==> src/u2c_pkg.sv <==
`timescale 1ns / 1ps

package u2c_pkg;

   typedef struct packed {
      logic [7:0] in_byte;
      logic       in_last;
   } u2c_req_type;

   typedef struct packed {
      logic [7:0] out_byte;
      logic       has_byte;
      logic       bad_char;
      logic       out_last;
   } u2c_rsp_type;

   typedef struct packed {
      logic [1:0]  count;
      u2c_rsp_type r0;
      u2c_rsp_type r1;
   } u2c_push_type;

   typedef struct packed {
      logic       ok;
      logic       two;
      logic [7:0] b0;
      logic [7:0] b1;
   } u2c_emit_type;

   localparam int unsigned CODE_W = 21;

   localparam logic [7:0] ZERO_CODE  = 8'hE0;
   localparam logic [7:0] PAIR_ESC   = 8'hE1;
   localparam logic [7:0] HI_OFFSET  = 8'h40;
   localparam logic [7:0] CONT_MASK  = 8'hC0;
   localparam logic [7:0] CONT_TAG   = 8'h80;
   localparam logic [7:0] LEAD2_MASK = 8'hE0;
   localparam logic [7:0] LEAD2_TAG  = 8'hC0;
   localparam logic [7:0] LEAD3_MASK = 8'hF0;
   localparam logic [7:0] LEAD3_TAG  = 8'hE0;
   localparam logic [7:0] LEAD4_MASK = 8'hF8;
   localparam logic [7:0] LEAD4_TAG  = 8'hF0;
   localparam logic [7:0] PAYLOAD_MASK = 8'h3F;

   localparam logic [CODE_W-1:0] ASCII_END = 21'h00080;
   localparam logic [CODE_W-1:0] CJK_LOW   = 21'h04000;
   localparam logic [CODE_W-1:0] CJK_END   = 21'h0A000;

   function automatic u2c_emit_type emit_code(input logic [CODE_W-1:0] u);
      u2c_emit_type e;
      logic [7:0]   hi;
      logic [7:0]   lo;
      hi = u[15:8] + HI_OFFSET;
      lo = u[7:0];
      e  = '0;
      if (u < ASCII_END) begin
         e.ok = 1'b1;
         e.b0 = (u[6:0] == 7'd0) ? ZERO_CODE : {1'b0, u[6:0]};
      end else if (u >= CJK_LOW && u < CJK_END) begin
         e.ok  = 1'b1;
         e.two = 1'b1;
         if (lo == 8'd0) begin
            e.b0 = PAIR_ESC;
            e.b1 = hi;
         end else begin
            e.b0 = hi;
            e.b1 = lo;
         end
      end
      return e;
   endfunction

endpackage

==> src/u2c_if.sv <==
`timescale 1ns / 1ps

interface u2c_req_if;
   import u2c_pkg::*;
   logic        valid;
   logic        ready;
   u2c_req_type data;
   modport source (output valid, output data, input ready);
   modport sink (input valid, input data, output ready);
endinterface

interface u2c_rsp_if;
   import u2c_pkg::*;
   logic        valid;
   logic        ready;
   u2c_rsp_type data;
   modport source (output valid, output data, input ready);
   modport sink (input valid, input data, output ready);
endinterface

==> src/u2c_decode.sv <==
`timescale 1ns / 1ps

module u2c_decode (
   input  logic                   clock,
   input  logic                   reset,
   input  logic                   item_valid,
   input  u2c_pkg::u2c_req_type   item,
   output u2c_pkg::u2c_push_type  push
);
   import u2c_pkg::*;

   logic [1:0]        pending_ff, pending_in;
   logic [CODE_W-1:0] accum_ff, accum_in;
   logic              dropping_ff, dropping_in;

   logic [7:0]        b;
   logic              last;
   logic [CODE_W-1:0] shifted;
   u2c_emit_type      e;
   logic              err;
   logic              emit_en;
   logic [1:0]        n;
   u2c_rsp_type       r0, r1;

   assign b       = item.in_byte;
   assign last    = item.in_last;
   assign shifted = {accum_ff[CODE_W-7:0], b[5:0] & PAYLOAD_MASK[5:0]};

   always_comb begin
      pending_in  = pending_ff;
      accum_in    = accum_ff;
      dropping_in = dropping_ff;
      err         = 1'b0;
      emit_en     = 1'b0;
      e           = emit_code(pending_ff == 2'd0 ? CODE_W'(b) : shifted);
      n           = 2'd0;
      r0          = '0;
      r1          = '0;

      if (dropping_ff) begin
         if (last) begin
            dropping_in = 1'b0;
            pending_in  = 2'd0;
            accum_in    = '0;
         end
      end else begin
         if (pending_ff == 2'd0) begin
            if (!b[7]) begin
               emit_en = 1'b1;
            end else if ((b & CONT_MASK) == CONT_TAG) begin
               emit_en = 1'b0;
            end else if ((b & LEAD2_MASK) == LEAD2_TAG) begin
               pending_in = 2'd1;
               accum_in   = CODE_W'(b[4:0]);
            end else if ((b & LEAD3_MASK) == LEAD3_TAG) begin
               pending_in = 2'd2;
               accum_in   = CODE_W'(b[3:0]);
            end else if ((b & LEAD4_MASK) == LEAD4_TAG) begin
               pending_in = 2'd3;
               accum_in   = CODE_W'(b[2:0]);
            end else begin
               err = 1'b1;
            end
         end else if ((b & CONT_MASK) == CONT_TAG) begin
            accum_in   = shifted;
            pending_in = pending_ff - 2'd1;
            if (pending_ff == 2'd1) begin
               emit_en  = 1'b1;
               accum_in = '0;
            end
         end else begin
            err = 1'b1;
         end

         if (emit_en) begin
            if (e.ok) begin
               n           = e.two ? 2'd2 : 2'd1;
               r0.out_byte = e.b0;
               r0.has_byte = 1'b1;
               r1.out_byte = e.b1;
               r1.has_byte = 1'b1;
            end else begin
               err = 1'b1;
            end
         end

         if (!err && last && pending_in != 2'd0) begin
            err = 1'b1;
         end

         if (err) begin
            n           = 2'd1;
            r0          = '0;
            r0.bad_char = 1'b1;
            r0.out_last = 1'b1;
            r1          = '0;
            pending_in  = 2'd0;
            accum_in    = '0;
            dropping_in = !last;
         end else if (last) begin
            pending_in = 2'd0;
            accum_in   = '0;
            if (n == 2'd0) begin
               n  = 2'd1;
               r0 = '0;
            end
            if (n == 2'd2) begin
               r1.out_last = 1'b1;
            end else begin
               r0.out_last = 1'b1;
            end
         end
      end
   end

   always_comb begin
      push.count = item_valid ? n : 2'd0;
      push.r0    = r0;
      push.r1    = r1;
   end

   always_ff @(posedge clock) begin
      if (reset) begin
         pending_ff  <= 2'd0;
         accum_ff    <= '0;
         dropping_ff <= 1'b0;
      end else if (item_valid) begin
         pending_ff  <= pending_in;
         accum_ff    <= accum_in;
         dropping_ff <= dropping_in;
      end
   end

   a_drop_silent: assert property (@(posedge clock) disable iff (reset)
      dropping_ff |-> push.count == 2'd0)
      else $error("results produced while dropping");

   a_bad_is_last: assert property (@(posedge clock) disable iff (reset)
      (push.count != 2'd0 && push.r0.bad_char) |-> (push.r0.out_last && push.count == 2'd1))
      else $error("error result not final");

   a_drop_clean: assert property (@(posedge clock) disable iff (reset)
      dropping_ff |-> (pending_ff == 2'd0 && accum_ff == '0))
      else $error("sequence state left open while dropping");

endmodule

==> src/u2c_rsp_fifo.sv <==
`timescale 1ns / 1ps

module u2c_rsp_fifo #(
   parameter int unsigned DEPTH = 4
) (
   input  logic                  clock,
   input  logic                  reset,
   input  u2c_pkg::u2c_push_type push,
   output logic                  room,
   u2c_rsp_if.source             rsp_ch
);
   import u2c_pkg::*;

   localparam int unsigned PW = (DEPTH > 1) ? $clog2(DEPTH) : 1;
   localparam int unsigned CW = $clog2(DEPTH + 1);

   u2c_rsp_type       entries_ff [DEPTH];
   logic [PW-1:0]     wr_ptr_ff, wr_ptr_in;
   logic [PW-1:0]     rd_ptr_ff, rd_ptr_in;
   logic [CW-1:0]     count_ff, count_in;
   logic [PW-1:0]     wr_next;
   logic              pop;

   function automatic logic [PW-1:0] next_ptr(input logic [PW-1:0] p);
      return (p == PW'(DEPTH - 1)) ? '0 : p + PW'(1);
   endfunction

   assign wr_next = next_ptr(wr_ptr_ff);
   assign pop     = (count_ff != '0) && rsp_ch.ready;
   assign room    = count_ff <= CW'(DEPTH - 2);

   assign rsp_ch.valid = count_ff != '0;
   assign rsp_ch.data  = entries_ff[rd_ptr_ff];

   always_comb begin
      unique case (push.count)
         2'd1:    wr_ptr_in = wr_next;
         2'd2:    wr_ptr_in = next_ptr(wr_next);
         default: wr_ptr_in = wr_ptr_ff;
      endcase
      rd_ptr_in = pop ? next_ptr(rd_ptr_ff) : rd_ptr_ff;
      count_in  = count_ff + CW'(push.count) - CW'(pop);
   end

   always_ff @(posedge clock) begin
      if (push.count != 2'd0) begin
         entries_ff[wr_ptr_ff] <= push.r0;
      end
      if (push.count == 2'd2) begin
         entries_ff[wr_next] <= push.r1;
      end
   end

   always_ff @(posedge clock) begin
      if (reset) begin
         wr_ptr_ff <= '0;
         rd_ptr_ff <= '0;
         count_ff  <= '0;
      end else begin
         wr_ptr_ff <= wr_ptr_in;
         rd_ptr_ff <= rd_ptr_in;
         count_ff  <= count_in;
      end
   end

   a_no_overflow: assert property (@(posedge clock) disable iff (reset)
      count_ff <= CW'(DEPTH))
      else $error("response queue overflow");

   a_push_fits: assert property (@(posedge clock) disable iff (reset)
      push.count != 2'd0 |-> room)
      else $error("push without room");

   a_count_track: assert property (@(posedge clock) disable iff (reset)
      (push.count == 2'd0 && !pop) |=> $stable(count_ff))
      else $error("queue count moved without transaction");

endmodule

==> src/utf8_to_compact_cjk_code_core.sv <==
`timescale 1ns / 1ps
// UTF-8 to compact CJK code converter.
// req_ch carries one UTF-8 byte per transaction plus a flag for the final byte
// of a string. rsp_ch returns the compact code one byte per transaction; each
// request yields zero, one or two responses, and the last response of a string
// has out_last set (an error response or a bare end marker may stand alone).
// Path: a request accepted on req_ch is held in the input register, decoded
// and written into the response queue once the queue has room, and its first
// response is offered from the queue on rsp_ch.
// Throughput: one request per cycle while responses are taken each cycle;
// requests that expand to two responses take two rsp_ch transactions.
// The request register moves on when the queue has room for two responses.
// When the receiver stalls, the queue (RSP_DEPTH entries) fills and req_ch.ready
// falls once the input register holds a request that cannot be placed.
// Synchronous reset empties the queue and input register and returns the
// decoder to the start of a new string.
module utf8_to_compact_cjk_code_core #(
   parameter int unsigned RSP_DEPTH = 4
) (
   input  logic       clock,
   input  logic       reset,
   u2c_req_if.sink    req_ch,
   u2c_rsp_if.source  rsp_ch
);
   import u2c_pkg::*;

   logic         hold_valid_ff, hold_valid_in;
   u2c_req_type  hold_data_ff;
   logic         room;
   logic         advance;
   logic         req_take;
   u2c_push_type push;

   assign advance      = hold_valid_ff && room;
   assign req_ch.ready = !hold_valid_ff || advance;
   assign req_take     = req_ch.valid && req_ch.ready;

   always_comb begin
      hold_valid_in = hold_valid_ff;
      if (req_take) begin
         hold_valid_in = 1'b1;
      end else if (advance) begin
         hold_valid_in = 1'b0;
      end
   end

   always_ff @(posedge clock) begin
      if (reset) begin
         hold_valid_ff <= 1'b0;
      end else begin
         hold_valid_ff <= hold_valid_in;
      end
   end

   always_ff @(posedge clock) begin
      if (req_take) begin
         hold_data_ff <= req_ch.data;
      end
   end

   u2c_decode u_decode (
      .clock      (clock),
      .reset      (reset),
      .item_valid (advance),
      .item       (hold_data_ff),
      .push       (push)
   );

   u2c_rsp_fifo #(
      .DEPTH (RSP_DEPTH)
   ) u_rsp_fifo (
      .clock  (clock),
      .reset  (reset),
      .push   (push),
      .room   (room),
      .rsp_ch (rsp_ch)
   );

   a_hold_stall: assert property (@(posedge clock) disable iff (reset)
      (hold_valid_ff && !room) |=> (hold_valid_ff && $stable(hold_data_ff)))
      else $error("held request lost while queue full");

   a_ready_rule: assert property (@(posedge clock) disable iff (reset)
      req_ch.ready == (!hold_valid_ff || room))
      else $error("request ready inconsistent with queue room");

   a_push_needs_item: assert property (@(posedge clock) disable iff (reset)
      !hold_valid_ff |-> push.count == 2'd0)
      else $error("responses pushed with no request held");

endmodule
==> src/flat_wrapper.sv <==
// flat-port wrapper written by rule: the top's interface ports become plain ports
module utf8_to_compact_cjk_code_core_flat import u2c_pkg::*;
#(
   parameter int unsigned RSP_DEPTH = 4
)
  (clock, reset, req_ch_valid, req_ch_data, req_ch_ready, rsp_ch_valid, rsp_ch_data, rsp_ch_ready);
  u2c_req_if req_ch_i ();
  u2c_rsp_if rsp_ch_i ();
  input  logic clock;
  input  logic reset;
  input wire logic [$bits(req_ch_i.valid)-1:0] req_ch_valid;
  input wire logic [$bits(req_ch_i.data)-1:0] req_ch_data;
  output wire logic [$bits(req_ch_i.ready)-1:0] req_ch_ready;
  output wire logic [$bits(rsp_ch_i.valid)-1:0] rsp_ch_valid;
  output wire logic [$bits(rsp_ch_i.data)-1:0] rsp_ch_data;
  input wire logic [$bits(rsp_ch_i.ready)-1:0] rsp_ch_ready;
  assign req_ch_i.valid = req_ch_valid;
  assign req_ch_i.data = req_ch_data;
  assign req_ch_ready = req_ch_i.ready;
  assign rsp_ch_valid = rsp_ch_i.valid;
  assign rsp_ch_data = rsp_ch_i.data;
  assign rsp_ch_i.ready = rsp_ch_ready;
  utf8_to_compact_cjk_code_core #(.RSP_DEPTH(RSP_DEPTH)) u_core (.clock(clock), .reset(reset), .req_ch(req_ch_i), .rsp_ch(rsp_ch_i));
endmodule
==> config.mk <==
export PLATFORM = sky130hd
export DESIGN_NAME = utf8_to_compact_cjk_code_core_flat
export DESIGN_NICKNAME = d
export VERILOG_FILES = /design/src/u2c_pkg.sv /design/src/u2c_if.sv /design/src/u2c_decode.sv /design/src/u2c_rsp_fifo.sv /design/src/utf8_to_compact_cjk_code_core.sv /design/src/flat_wrapper.sv
export SDC_FILE = /design/constraint.sdc
export NUM_CORES = 1
export LEC_CHECK = 0
export ABC_AREA = 0
export ABC_CLOCK_PERIOD_IN_PS = 8400
export BUFFER_PORTS_ARGS = -buffer_cell sky130_fd_sc_hd__buf_4
export CORE_MARGIN = 2
export CORE_UTILIZATION = 55
export CTS_CLUSTER_DIAMETER = 80
export DETAILED_ROUTE_END_ITERATION = 7
export PLACE_DENSITY = 0.82
export SYNTH_ARGS = -nofsm -noshare
export SYNTH_HDL_FRONTEND = slang
export SYNTH_HIERARCHICAL = 1
export SYNTH_SLANG_ARGS = --single-unit
export TNS_END_PERCENT = 30
==> constraint.sdc <==
create_clock -name clock -period 8.4 [get_ports clock]
set_input_delay 2.1 -clock clock [delete_from_list [all_inputs] [get_ports clock]]
set_output_delay 2.1 -clock clock [all_outputs]
set_load 0.05 [all_outputs]
# Word-level counts from Yosys, hierarchy flattened
# Memory sizes are Yosys's and may differ from the RTL's. A register that Yosys moved wholly into a read port is not among the register bits.
# Cells that the tools add are included.
# word_totals
ff_bits	35
mem_bits_rw	44
word_cells	148
memories	1
# classes
add_sub_neg	7
n_lt_le_gt_ge	4
n_eq_ne	15
muxes	90
n_reduce_logical	22
# mem_list
name	depth	word_bits	rd	rd_clocked_by_memory_dff	write_ports	line_no	text
u_core.u_rsp_fifo.entries_ff	4	11	1	1	2	u2c_rsp_fifo.sv:17	u2c_rsp_type entries_ff [DEPTH];
# op_table
op	count
$mux 15	12
$mux 2	29
$mux 11	5
$mux 9	4
$mux 1	32
$mux 8	3
$ge 21x15->1 const B	1
$lt 21x16->1 const B	1
$lt 21x8->1 const B	1
$mux 21	1
$mux 18	1
$mux 16	1
$eq 2x2->1 const B	6
$mux 10	1
$add 8x7->8 const B	1
$logic_not 8->1	1
$reduce_bool 2->1	4
$logic_not 7->1	1
$ne 7x7->1 const B	1
$add 2x1->2 const B	3
$logic_and 1x1->1	6
$reduce_and 6->1	1
$eq 5x5->1 const B	1
$eq 2x1->1 const B	2
other kinds (16)	19

# Longest topological paths before layout
# Gate-level depths: netlist of the first run.
# logic_depth
word_depth	24
ltp_mapped	15
ltp_nobuf	14

# Modules after synthesis
# Netlist of the first run, hierarchy kept.
# modules_own_cells
mod	instances	cells_each	area_each_um2
u2c_rsp_fifo	1	172	2698.8
u2c_decode	1	182	1447.6
utf8_to_compact_cjk_code_core	1	15	332.8

# Least setup slack after synthesis of the first run
# No wires, ideal clock.
# synth_timing
path_kind	in2reg
start	input port rsp_ch_ready
end	register u_core.u_rsp_fifo.count_ff[2]
setup_ps	115
arrival_time_ps	3428
setup_slack_ps	4857
stages	10
n_path_buf	0
path_cell_list	o31ai_2 -> inv_1 -> ha_1 -> inv_1 -> ha_1 -> inv_1 -> fa_1 -> xnor2_1 -> xnor2_1 -> nor2_1
# synth_via
elab_chain_len	2
# synth_rtl
element	line_no	text
from (decl)	flat_wrapper.sv:16	input wire logic [$bits(rsp_ch_i.ready)-1:0] rsp_ch_ready;
$logic_and 1x1->1	u2c_rsp_fifo.sv:29	assign pop = (count_ff != '0) && rsp_ch.ready;
$sub 3x1->3	u2c_rsp_fifo.sv:42	count_in = count_ff + CW'(push.count) - CW'(pop);
to (signal assigned)	u2c_rsp_fifo.sv:62	count_ff <= count_in;
to (decl)	u2c_rsp_fifo.sv:20	logic [CW-1:0] count_ff, count_in;
# Every way passes these cells.
# A chain may end at the register's enable or synchronous reset.

==> results.yml, run 1 <==
drt:
  met3_wirelength_um: 346
  drt_wl_total_um: 8700
  m1WireLength_um: 3940
  vias_per_cell: 5.85
  drt_iter0_drc: 231
  dr.pass1.iters: 4
  wl_per_cell_um: 17.4
  drc: 0
  ant_nets: 0
  topRoutingLayerUsed: "met4"
  dr_wl_met2_um: 4300
  via_count: 2930
setup_path:
  crit_fanout: 23
  worstPathRequired_ns: 8.45
  crit_arrival_ns: 4.12
  endpoint_kind: "flop"
  crit_type: "flop to flop"
  start_kind: "flop"
global_route:
  grt_pass1_wl_um: 14500
  grt_start_max_net_pins: 24
  grt-ovfl-total: 0
  grt_pass1_vias: 2904
  grt_use_total_pct: 21.4
  antenna_found_initial: 0
timing:
  final_max_slew_viol_count: 0
  tightestPinTransition_ns: 0.835
  fin_crit_sh_pct: 48.4
  fin_skew_ns: 0.0115
  rsz0062_at_grt: "false"
  whs_ns: 0.482
  fmaxAchievable_ghz: 0.246
  finalWorstSetupSlack_ns: 4.34
  hold_viol: 0
  period_needed_ns: 4.06
  relSlewSlack_pct: 43.8
  final-setup-viol-count: 0
  finalSetupTns_ns: 0
clocking:
  cts_inserted_buffers: 9
  cts_tree: "built"
  ctsResizeCount: 0
  postCtsSetupBuffers: 0
  cts.sinks: 81
  clockBufferDepth: 2
  cts.clk_slew.worst_paths_ns: 0.08
  root_buffer: "clkbuf_8"
  cts_max_level: 3
  clk_latency_ns: 0.35
  cts_hold_buf: 0
floorplanning:
  dieArea_um2: 8880
  rows: 32
  die_w_um: 94.2
  dieHeight_um: 94.2
  core-area_um2: 7810
  ios: 26
  start_util_pct: 57.4
layout:
  syn2layout_area_growth_pct: 10.4
  nNetsFinal: 424
  final_cell_mix: "edfxtp_1, mux2_2, buf_4, dfxtp_1, inv_1"
  fillCellCount: 635
  drive_above_1_share_pct: 33.8
  layout_commonest_cell: "edfxtp_1"
  diodes: 0
power:
  seq_power_share_pct: 45.0
  powerDensity_nw_per_um2: 221
  pwr-share-clk_pct: 27.6
  vdd_drop_max_mv: 0.132
  power.leakage_nw: 1.83
  switchingPower_w: 0.000355
  power.total_w: 0.00109
  intPower_w: 0.000737
  power.share.switching_pct: 32.5
  comb_power_share_pct: 27.4
synthesis:
  syn_avg_cell_area_um2: 12.1
  ys.flop_type: "edfxtp_1"
  synthArstFlopShare_pct: 0
  synth_area_um2: 4480
  yosys_warnings: 6
  synthCells: 369
  synth_cell_type_count: 58
  yosysSeqAreaShare_pct: 48.0
  synth_edf_count: 53
  ys_ff_latch: 81
  syn_nets: 399
worst_hold_path:
  hold_path_class: "flop to flop"
outcome:
  outcome: "finished clean"
job:
  timing.max_cap.violations: 0
place:
  gp_congestion: 0.852
  hpwlAfterDp_um: 6340
  numPortBuffers: 25
  dp_slack_ns: 4.34
[critical path, cell delays in order (launching register included)]
cell and delay (ns):
dfxtp_1 0.35, inv_1 0.12, ha_1 0.63, inv_1 0.17
a31oi_1 0.20, o2111a_1 0.35, nor3_2 0.15, a2111oi_0 0.44
nor3_1 0.11, inv_1 0.10, ha_1 0.29, nand2_1 0.39
o21ai_0 0.20, buf_4 0.24
[kinds of logic after synthesis]
logic type / share of synthesized area [%]
AOI/OAI and AO/OA: 11.9
DFF: 48.0
xor gates and xnor gates: 0.782
adders and majority gates: 4.92
and+or+nand+nor: 12.5
muxes: 17.6
other: 0.0837
buffers and inverters: 4.19
[sequential cells by signal (all words and copies together), names as in the netlist, named ones only]
register / count
u_core/hold_data_ff: 9
u_core/hold_valid_ff: 1
u_core/u_decode/pending_ff: 2
u_core/u_rsp_fifo/wr_ptr_ff: 2
u_core/u_rsp_fifo/count_ff: 3
u_core/u_decode/dropping_ff: 1
u_core/u_decode/accum_ff: 15
u_core/u_rsp_fifo/rd_ptr_ff: 2
u_core/u_rsp_fifo/entries_ff: 44
[cell usage after synthesis (all sizes together), types with 2 or more instances]
| cell | instances | area (µm²) |
|---|---|---|
| a21oi | 23 | 141 |
| mux4 | 11 | 248 |
| nand2b | 2 | 20.0 |
| a32o | 2 | 20.0 |
| nand2 | 19 | 71.3 |
| clkbuf | 6 | 23.8 |
| nor2 | 24 | 118 |
| nor3 | 9 | 50.1 |
| a31oi | 3 | 18.8 |
| or4b | 3 | 30.0 |
| mux2 | 45 | 510 |
| or2 | 2 | 12.5 |
| or4 | 2 | 18.8 |
| xnor2 | 4 | 35.0 |
| mux2i | 3 | 30.0 |
| buf | 10 | 77.6 |
| or3 | 3 | 18.8 |
| nor3b | 3 | 27.5 |
| nor4 | 5 | 37.5 |
| a211oi | 3 | 22.5 |
| ha | 16 | 200 |
| o31ai | 2 | 25.0 |
| a22oi | 4 | 30.0 |
| edfxtp | 53 | 1590 |
| dfxtp | 28 | 561 |
| nor2b | 14 | 87.6 |
| inv | 23 | 86.3 |
| o21ai | 17 | 85.1 |
| and2 | 5 | 35.0 |
| a22o | 12 | 105 |
[power groups by stage]
stage          Clock [W]  Sequential [W]  Combinational (W)
6_report        0.000301        0.000491           0.000299
5_1_grt         0.000325        0.000496           0.000325
3_5_place_dp           0        0.000501           0.000299
2_1_floorplan          0        0.000481           0.000248
3_3_place_gp           0        0.000499           0.000295
4_1_cts         0.000308        0.000492           0.000301
[path summary, 6_finish.rpt]
kind         cells past startpoint                           from  slack (ns)                                 end
max                             13  u_core/u_decode/pending_ff[1]        4.34  u_core/u_rsp_fifo/entries_ff[0][6]
min                              1   u_core/u_decode/accum_ff[14]        0.48        u_core/u_decode/accum_ff[14]
max reg2reg                     13  u_core/u_decode/pending_ff[1]        4.34  u_core/u_rsp_fifo/entries_ff[0][6]
min reg2reg                      1   u_core/u_decode/accum_ff[14]        0.48        u_core/u_decode/accum_ff[14]
[layout make-up]
cell class	instances	area (µm²)	area share, %
clock buffers	11	151	3.06
clock inverters	5	61.3	1.24
inverters	23	86.3	1.75
multi-input cells	249	2140	43.3
flip-flops and latches	81	2150	43.5
well taps	102	128	2.58
repair buffers	30	225	4.56
[routing by layer]
layer / global-route usage (%) / vias to the layer above
li1: - / 1424
met3: 4.09 / 12
met2: 35.3 / 65
met4: 7.85 / 0
met1: 28.2 / 1429
met5: 0 / -
[through the flow]
| step | area (µm²) | instances | util [%] |
|---|---|---|---|
| 4_1_cts | 4940 | 501 | 63.3 |
| 5_1_grt | 4940 | 501 | 63.3 |
| 3_3_place_gp | 4730 | 485 | 60.6 |
| 3_5_place_dp | 4730 | 485 | 60.6 |
| 6_report | 4940 | 501 | 63.3 |
| 2_1_floorplan | 4480 | 369 | - |
No activity file was read; power rests on OpenSTA's default activity.
==> inputs of run 2 (changes only) <==
--- a/config.mk
+++ b/config.mk
@@ -5,14 +5,14 @@
 export SDC_FILE = /design/constraint.sdc
 export NUM_CORES = 1
 export LEC_CHECK = 0
-export ABC_AREA = 0
-export ABC_CLOCK_PERIOD_IN_PS = 8400
+export ABC_AREA = 1
+export ABC_CLOCK_PERIOD_IN_PS = 3300
 export BUFFER_PORTS_ARGS = -buffer_cell sky130_fd_sc_hd__buf_4
 export CORE_MARGIN = 2
 export CORE_UTILIZATION = 55
 export CTS_CLUSTER_DIAMETER = 80
 export DETAILED_ROUTE_END_ITERATION = 7
-export PLACE_DENSITY = 0.82
+export PLACE_DENSITY = 0.85
 export SYNTH_ARGS = -nofsm -noshare
 export SYNTH_HDL_FRONTEND = slang
 export SYNTH_HIERARCHICAL = 1
==> constraint.sdc (replaced) <==
create_clock -name clock -period 3.3 [get_ports clock]
set_input_delay 0.825 -clock clock [delete_from_list [all_inputs] [get_ports clock]]
set_output_delay 0.825 -clock clock [all_outputs]
set_load 0.05 [all_outputs]
==> results.yml, run 2 <==
place:
  numPortBuffers: 25
  hpwlAfterDp_um: 8230
  dp_cells: 758
  gp_congestion: 0.962
clocking:
  clk_latency_ns: 0.36
  cts_max_level: 3
  root_buffer: "clkbuf_8"
  cts.sinks: 81
  cts_hold_buf: 0
  cts_tree: "built"
  cts.clk_slew.worst_paths_ns: 0.08
  clockBufferDepth: 2
  cts_inserted_buffers: 9
setup_path:
  crit_fanout: 22
  timing.rr.start: "u_core/u_decode/pending_ff[0]"
  endpoint_kind: "flop"
  worstPathRequired_ns: 3.40
  r2r_end: "u_core/u_rsp_fifo/entries_ff[3][6]"
  start_kind: "flop"
  crit_arrival_ns: 3.14
  r2r_setup_slack_ns: 0.26
  worstRegToRegCells: 20
  crit_type: "flop to flop"
layout:
  final_cell_mix: "nand2_1, nor2_1, inv_1, edfxtp_1, buf_4"
  diodes: 0
  drive_above_1_share_pct: 14.7
  nNetsFinal: 693
  multi_input_area_um2: 2280
  reg.largest.list: "u_core/u_rsp_fifo/entries_ff x44, u_core/u_decode/accum_ff x15, u_core/hold_data_ff x9"
  ff_latch_area_um2: 2160
  largest_register_ffs: 44
  max_flop_register: "u_core/u_rsp_fifo/entries_ff"
  syn2layout_area_growth_pct: 9.19
  fillCellCount: 796
  layout_commonest_cell: "nand2_1"
  stdcell_count: 776
floorplanning:
  core-area_um2: 8680
  dieArea_um2: 9680
  die_w_um: 98.4
  ios: 26
  rows: 34
  start_util_pct: 56.5
  dieHeight_um: 98.4
timing:
  relSlewSlack_pct: 44.2
  tightestPinTransition_ns: 0.837
  final-setup-viol-count: 0
  period_needed_ns: 3.04
  fmaxAchievable_ghz: 0.329
  hold_viol: 0
  rsz0062_at_grt: "true"
  fin_crit_sh_pct: 92.1
  fin_skew_ns: 0.00915
  final_max_slew_viol_count: 0
power:
  power.total_w: 0.00317
  switchingPower_w: 0.00130
  pwr-share-clk_pct: 20.8
  seq_power_share_pct: 40.7
  vdd_drop_max_mv: 0.270
  powerDensity_nw_per_um2: 592
  comb_power_share_pct: 38.5
  power.share.switching_pct: 40.9
  power.leakage_nw: 2.22
  intPower_w: 0.00187
outcome:
  outcome: "finished clean"
drt:
  ant_nets: 0
  dr.pass1.iters: 5
  drt_iter0_drc: 300
  drc: 0
  wl_per_cell_um: 14.0
  vias_per_cell: 5.48
  drt_wl_total_um: 10900
  via_count: 4253
global_route:
  grt_use_total_pct: 23.1
  grt-ovfl-total: 0
  grt_pass1_wl_um: 18100
  grt_pass1_vias: 3913
  grt_start_max_net_pins: 26
  antenna_found_initial: 0
synthesis:
  synth_area_leader_cell: "edfxtp_1"
  synth_edf_count: 53
  ys.flop_type: "edfxtp_1"
  syn_nets: 666
  yosys_warnings: 6
  syn_avg_cell_area_um2: 7.71
  synth_area_leaders: "edfxtp_1, dfxtp_1, nand2_1"
  synthArstFlopShare_pct: 0
  yosysSeqAreaShare_pct: 43.9
  yosysMostFrequentCell: "nand2_1"
  synth_area_um2: 4900
  synth_cell_type_count: 38
  ys_ff_latch: 81
  synthTopCellsByCount: "nand2_1, nor2_1, inv_1, edfxtp_1, o21ai_0"
  synthCells: 636
  synth_top_area_share_pct: 32.5
job:
  timing.max_cap.violations: 0
worst_hold_path:
  whs_path_depth: 2
  min_from: "u_core/u_decode/accum_ff[3]"
  hold_path_class: "flop to flop"
  hold_path_end: "u_core/u_decode/accum_ff[3]"
[run 2: changes by cell type after synthesis, sizes merged, moves of 37 or more]
cell | previous run | this run
inv | 23 | 76
mux2 | 45 | 0
nand2 | 19 | 150
nand3 | 0 | 37
nor2 | 24 | 100
o21ai | 17 | 82
[run 2: power groups by stage]
stage | Clock (W) | Combinational, W | Sequential (W)
floorplan | 0 | 0.000944 | 0.00128
global placement | 0 | 0.00118 | 0.00131
detailed placement | 0 | 0.00121 | 0.00131
CTS | 0.000674 | 0.00122 | 0.00129
global route | 0.000716 | 0.00135 | 0.00130
finish | 0.000659 | 0.00122 | 0.00129
[run 2: layout make-up]
type                            count  share of cell area [%]
Multi-Input combinational cell    452                    42.5
Inverter                           78                    5.54
Tap cell                          108                    2.53
Sequential cell                    81                    40.3
Clock buffer                       10                    2.38
Timing Repair Buffer               41                    5.82
Clock inverter                      6                   0.912
[run 2: cells by family (layout without fill, tap and decap cells)]
family                     count (synthesis)  in the layout  synth area share, %
xor gates and xnor gates                   1              1                0.179
adders and majority gates                 17             17                 4.49
other                                      1              1               0.0765
buffers and inverters                    103            135                 9.85
DFF                                       81             81                 43.9
and+or+nand+nor                          299            299                 26.2
AOI/OAI and AO/OA                        134            134                 15.2
[run 2: stage by stage]
step	setup slack (ns)	hold WS, ns	TNS, ns	instance area (µm²)	util, %
2_1_floorplan	-0.127	0.452	-5.58	4900	-
6_report	0.259	0.490	0	5350	61.7
3_5_place_dp	0.0824	0.472	0	5140	59.2
5_1_grt	0.000543	0.521	0	5350	61.7
3_3_place_gp	0.203	0.466	0	5140	59.2
4_1_cts	0.0778	0.494	0	5320	61.3
[run 2: worst max-delay path: stages (launching register included)]
cell,delay [ns]
dfxtp_4,0.37
inv_1,0.13
ha_2,0.23
buf_6,0.16
nand2_1,0.09
nand2_1,0.08
nand2_1,0.10
inv_2,0.12
nand3_2,0.11
nand3_4,0.10
nand2_2,0.07
clkinv_2,0.12
nand2_1,0.09
o21ai_1,0.12
inv_1,0.07
inv_1,0.08
ha_2,0.28
nand2_2,0.07
buf_4,0.21
nand2_1,0.09
o21ai_1,0.08
[run 2: how the worst max path moves through the flow]
| stage | to | start | cells past startpoint | slack [ns] |
|---|---|---|---|---|
| final | u_core/u_rsp_fifo/entries_ff[3][6] | u_core/u_decode/pending_ff[0] | 20 | 0.26 |
| after global routing | u_core/u_rsp_fifo/entries_ff[2][7] | u_core/u_decode/pending_ff[0] | 19 | 0.0005 |
| after CTS | u_core/u_rsp_fifo/entries_ff[1][3] | u_core/u_decode/pending_ff[0] | 19 | 0.08 |
| after detailed placement | u_core/u_rsp_fifo/entries_ff[1][3] | u_core/u_decode/pending_ff[0] | 19 | 0.08 |
| after global placement | u_core/u_rsp_fifo/entries_ff[1][3] | u_core/u_decode/pending_ff[0] | 19 | 0.20 |
| after floorplan | u_core/u_rsp_fifo/entries_ff[3][0] | u_core/u_decode/pending_ff[0] | 17 | -0.13 |
[run 2: timing repair]
| action | in CTS | in global routing |
|---|---|---|
| buffers inserted | 0 | 2 |
| gates resized for setup | 0 | 8 |
| setup endpoints to repair | 0 | 91 |
[run 2: per-layer routing]
| layer | global-route usage, % | vias to the layer above | wire, µm |
|---|---|---|---|
| li1 | - | 2132 | - |
| met1 | 30.5 | 1949 | 4860 |
| met2 | 38.5 | 152 | 5210 |
| met3 | 4.22 | 20 | 635 |
| met4 | 7.90 | 0 | 164 |
| met5 | 0 | - | 0 |
==> inputs of run 3 (changes only) <==
--- a/config.mk
+++ b/config.mk
@@ -6,13 +6,13 @@
 export NUM_CORES = 1
 export LEC_CHECK = 0
 export ABC_AREA = 1
-export ABC_CLOCK_PERIOD_IN_PS = 3300
+export ABC_CLOCK_PERIOD_IN_PS = 3440
 export BUFFER_PORTS_ARGS = -buffer_cell sky130_fd_sc_hd__buf_4
 export CORE_MARGIN = 2
 export CORE_UTILIZATION = 55
 export CTS_CLUSTER_DIAMETER = 80
 export DETAILED_ROUTE_END_ITERATION = 7
-export PLACE_DENSITY = 0.85
+export PLACE_DENSITY = 0.82
 export SYNTH_ARGS = -nofsm -noshare
 export SYNTH_HDL_FRONTEND = slang
 export SYNTH_HIERARCHICAL = 1
==> constraint.sdc (replaced) <==
create_clock -name clock -period 3.44 [get_ports clock]
set_input_delay 0.86 -clock clock [delete_from_list [all_inputs] [get_ports clock]]
set_output_delay 0.86 -clock clock [all_outputs]
set_load 0.05 [all_outputs]
==> results.yml, run 3 (synthesized netlist as in run 2, its figures left out) <==
setup_path:
  endpoint_kind: "flop"
  timing.rr.start: "u_core/u_decode/pending_ff[0]"
  crit_start: "u_core/u_decode/pending_ff[0]"
  r2r_end: "u_core/u_rsp_fifo/count_ff[2]"
  crit_type: "flop to flop"
  endpoint: "u_core/u_rsp_fifo/count_ff[2]"
  worstPathRequired_ns: 3.73
  start_kind: "flop"
  crit_fanout: 13
  r2r_setup_slack_ns: 0.30
  crit_arrival_ns: 3.43
  worstRegToRegCells: 18
floorplanning:
  die_w_um: 98.4
  rows: 34
  ios: 26
  dieHeight_um: 98.4
  core-area_um2: 8680
  start_util_pct: 56.5
  dieArea_um2: 9680
timing:
  final_max_slew_viol_count: 0
  tightestPinTransition_ns: 0.786
  fin_skew_ns: 0.00787
  rsz0062_at_grt: "false"
  finalSetupTns_ns: 0
  period_needed_ns: 3.14
  finalWorstSetupSlack_ns: 0.303
  fmaxAchievable_ghz: 0.319
  final-setup-viol-count: 0
  relSlewSlack_pct: 47.6
  hold_viol: 0
  fin_crit_sh_pct: 91.2
layout:
  fillCellCount: 751
  reg.largest.list: "u_core/u_rsp_fifo/entries_ff x44, u_core/u_decode/accum_ff x15, u_core/hold_data_ff x9"
  largest_register_ffs: 44
  final_cell_mix: "nand2_1, nor2_1, inv_1, edfxtp_1, buf_4"
  nNetsFinal: 692
  layout_commonest_cell: "nand2_1"
  max_flop_register: "u_core/u_rsp_fifo/entries_ff"
  drive_above_1_share_pct: 14.4
  syn2layout_area_growth_pct: 9.24
  diodes: 0
power:
  intPower_w: 0.00186
  power.share.switching_pct: 40.0
  vdd_drop_max_mv: 0.230
  power.leakage_nw: 2.22
  powerDensity_nw_per_um2: 580
  pwr-share-clk_pct: 22.0
  comb_power_share_pct: 38.0
  switchingPower_w: 0.00124
  seq_power_share_pct: 40.0
place:
  hpwlAfterDp_um: 8090
  numPortBuffers: 25
  gp_congestion: 0.941
  dp_slack_ns: 0.133
global_route:
  grt_pass1_vias: 4057
  grt_start_max_net_pins: 26
  grt-ovfl-total: 0
  antenna_found_initial: 0
  grt_use_total_pct: 23.4
  grt_pass1_wl_um: 18400
clocking:
  cts_tree: "built"
  postCtsSetupBuffers: 0
  cts.sinks: 81
  cts_inserted_buffers: 9
  root_buffer: "clkbuf_8"
  cts_max_level: 3
  clk_latency_ns: 0.35
  cts.clk_slew.worst_paths_ns: 0.08
  clockBufferDepth: 2
job:
  timing.max_cap.violations: 0
drt:
  ant_nets: 0
  drt_wl_total_um: 11000
  drt_iter0_drc: 278
  vias_per_cell: 5.50
  drc: 0
  via_count: 4261
  wl_per_cell_um: 14.2
  dr.pass1.iters: 5
outcome:
  outcome: "finished clean"
worst_hold_path:
  hold_path_class: "flop to flop"
run 3: layout make-up:
| class | count | area (µm²) | area share (%) |
|---|---|---|---|
| multi-input combinational | 452 | 2270 | 42.5 |
| sequential | 81 | 2150 | 40.2 |
| timing repair buffer | 40 | 300 | 5.61 |
| inverter | 78 | 297 | 5.54 |
| tap | 108 | 135 | 2.52 |
| clock buffer | 10 | 128 | 2.38 |
| clock inverter | 6 | 67.6 | 1.26 |
run 3: stage by stage:
stage | util [%] | power [W] | cell area, µm² | hold slack [ns] | std cells
after floorplan | - | 0.00213 | 4900 | 0.452 | 636
after global placement | 59.3 | 0.00240 | 5150 | 0.464 | 759
after detailed placement | 59.3 | 0.00244 | 5150 | 0.478 | 759
after CTS | 61.6 | 0.00312 | 5340 | 0.499 | 775
after global routing | 61.7 | 0.00330 | 5350 | 0.528 | 775
final | 61.7 | 0.00310 | 5350 | 0.501 | 775
run 3: metal layers:
layer	GRT usage (%)	up-vias	wire, µm
li1	-	2135	-
met1	28.6	1927	4660
met2	40.8	169	5380
met3	4.51	30	729
met4	9.27	0	240
met5	0	-	0
run 3: critical path, cell delays in order (launching register included):
cell and delay, ns:
dfxtp_2 0.35, inv_1 0.12, ha_2 0.27, inv_4 0.10
nand2_1 0.12, nand2_1 0.08, a21oi_1 0.21, nand3_2 0.15
nand3_4 0.10, nand2_2 0.07, clkinv_2 0.12, nand4_4 0.16
nor2_2 0.16, inv_1 0.07, ha_1 0.31, fa_1 0.44
inv_1 0.07, nand2_1 0.05, a21oi_1 0.11
run 3: how the worst min path moves through the flow:
| stage | startpoint | end | slack [ns] | cells after the start |
|---|---|---|---|---|
| 6_report | u_core/u_decode/accum_ff[10] | u_core/u_decode/accum_ff[10] | 0.50 | 2 |
| 5_1_grt | u_core/u_decode/pending_ff[1] | u_core/u_decode/pending_ff[1] | 0.53 | 2 |
| 4_1_cts | u_core/u_decode/accum_ff[13] | u_core/u_decode/accum_ff[13] | 0.50 | 2 |
| 3_5_place_dp | u_core/u_decode/accum_ff[13] | u_core/u_decode/accum_ff[13] | 0.48 | 2 |
| 3_3_place_gp | u_core/u_decode/accum_ff[3] | u_core/u_decode/accum_ff[3] | 0.46 | 2 |
| 2_1_floorplan | u_core/u_decode/accum_ff[3] | u_core/u_decode/accum_ff[3] | 0.45 | 2 |
run 3: what timing repair did:
item                                   CTS  global route
resized for setup                        0             5
setup endpoints to repair                0            90
hold buffers                             0             0
endpoints found under the hold margin    0             0
run 3: power groups by stage:
stage               combinational [W]  sequential [W]  clock, W
global route                  0.00131         0.00125  0.000736
floorplan                    0.000906         0.00123         0
detailed placement            0.00118         0.00126         0
finish                        0.00118         0.00124  0.000684
CTS                           0.00118         0.00124  0.000699
global placement              0.00114         0.00126         0
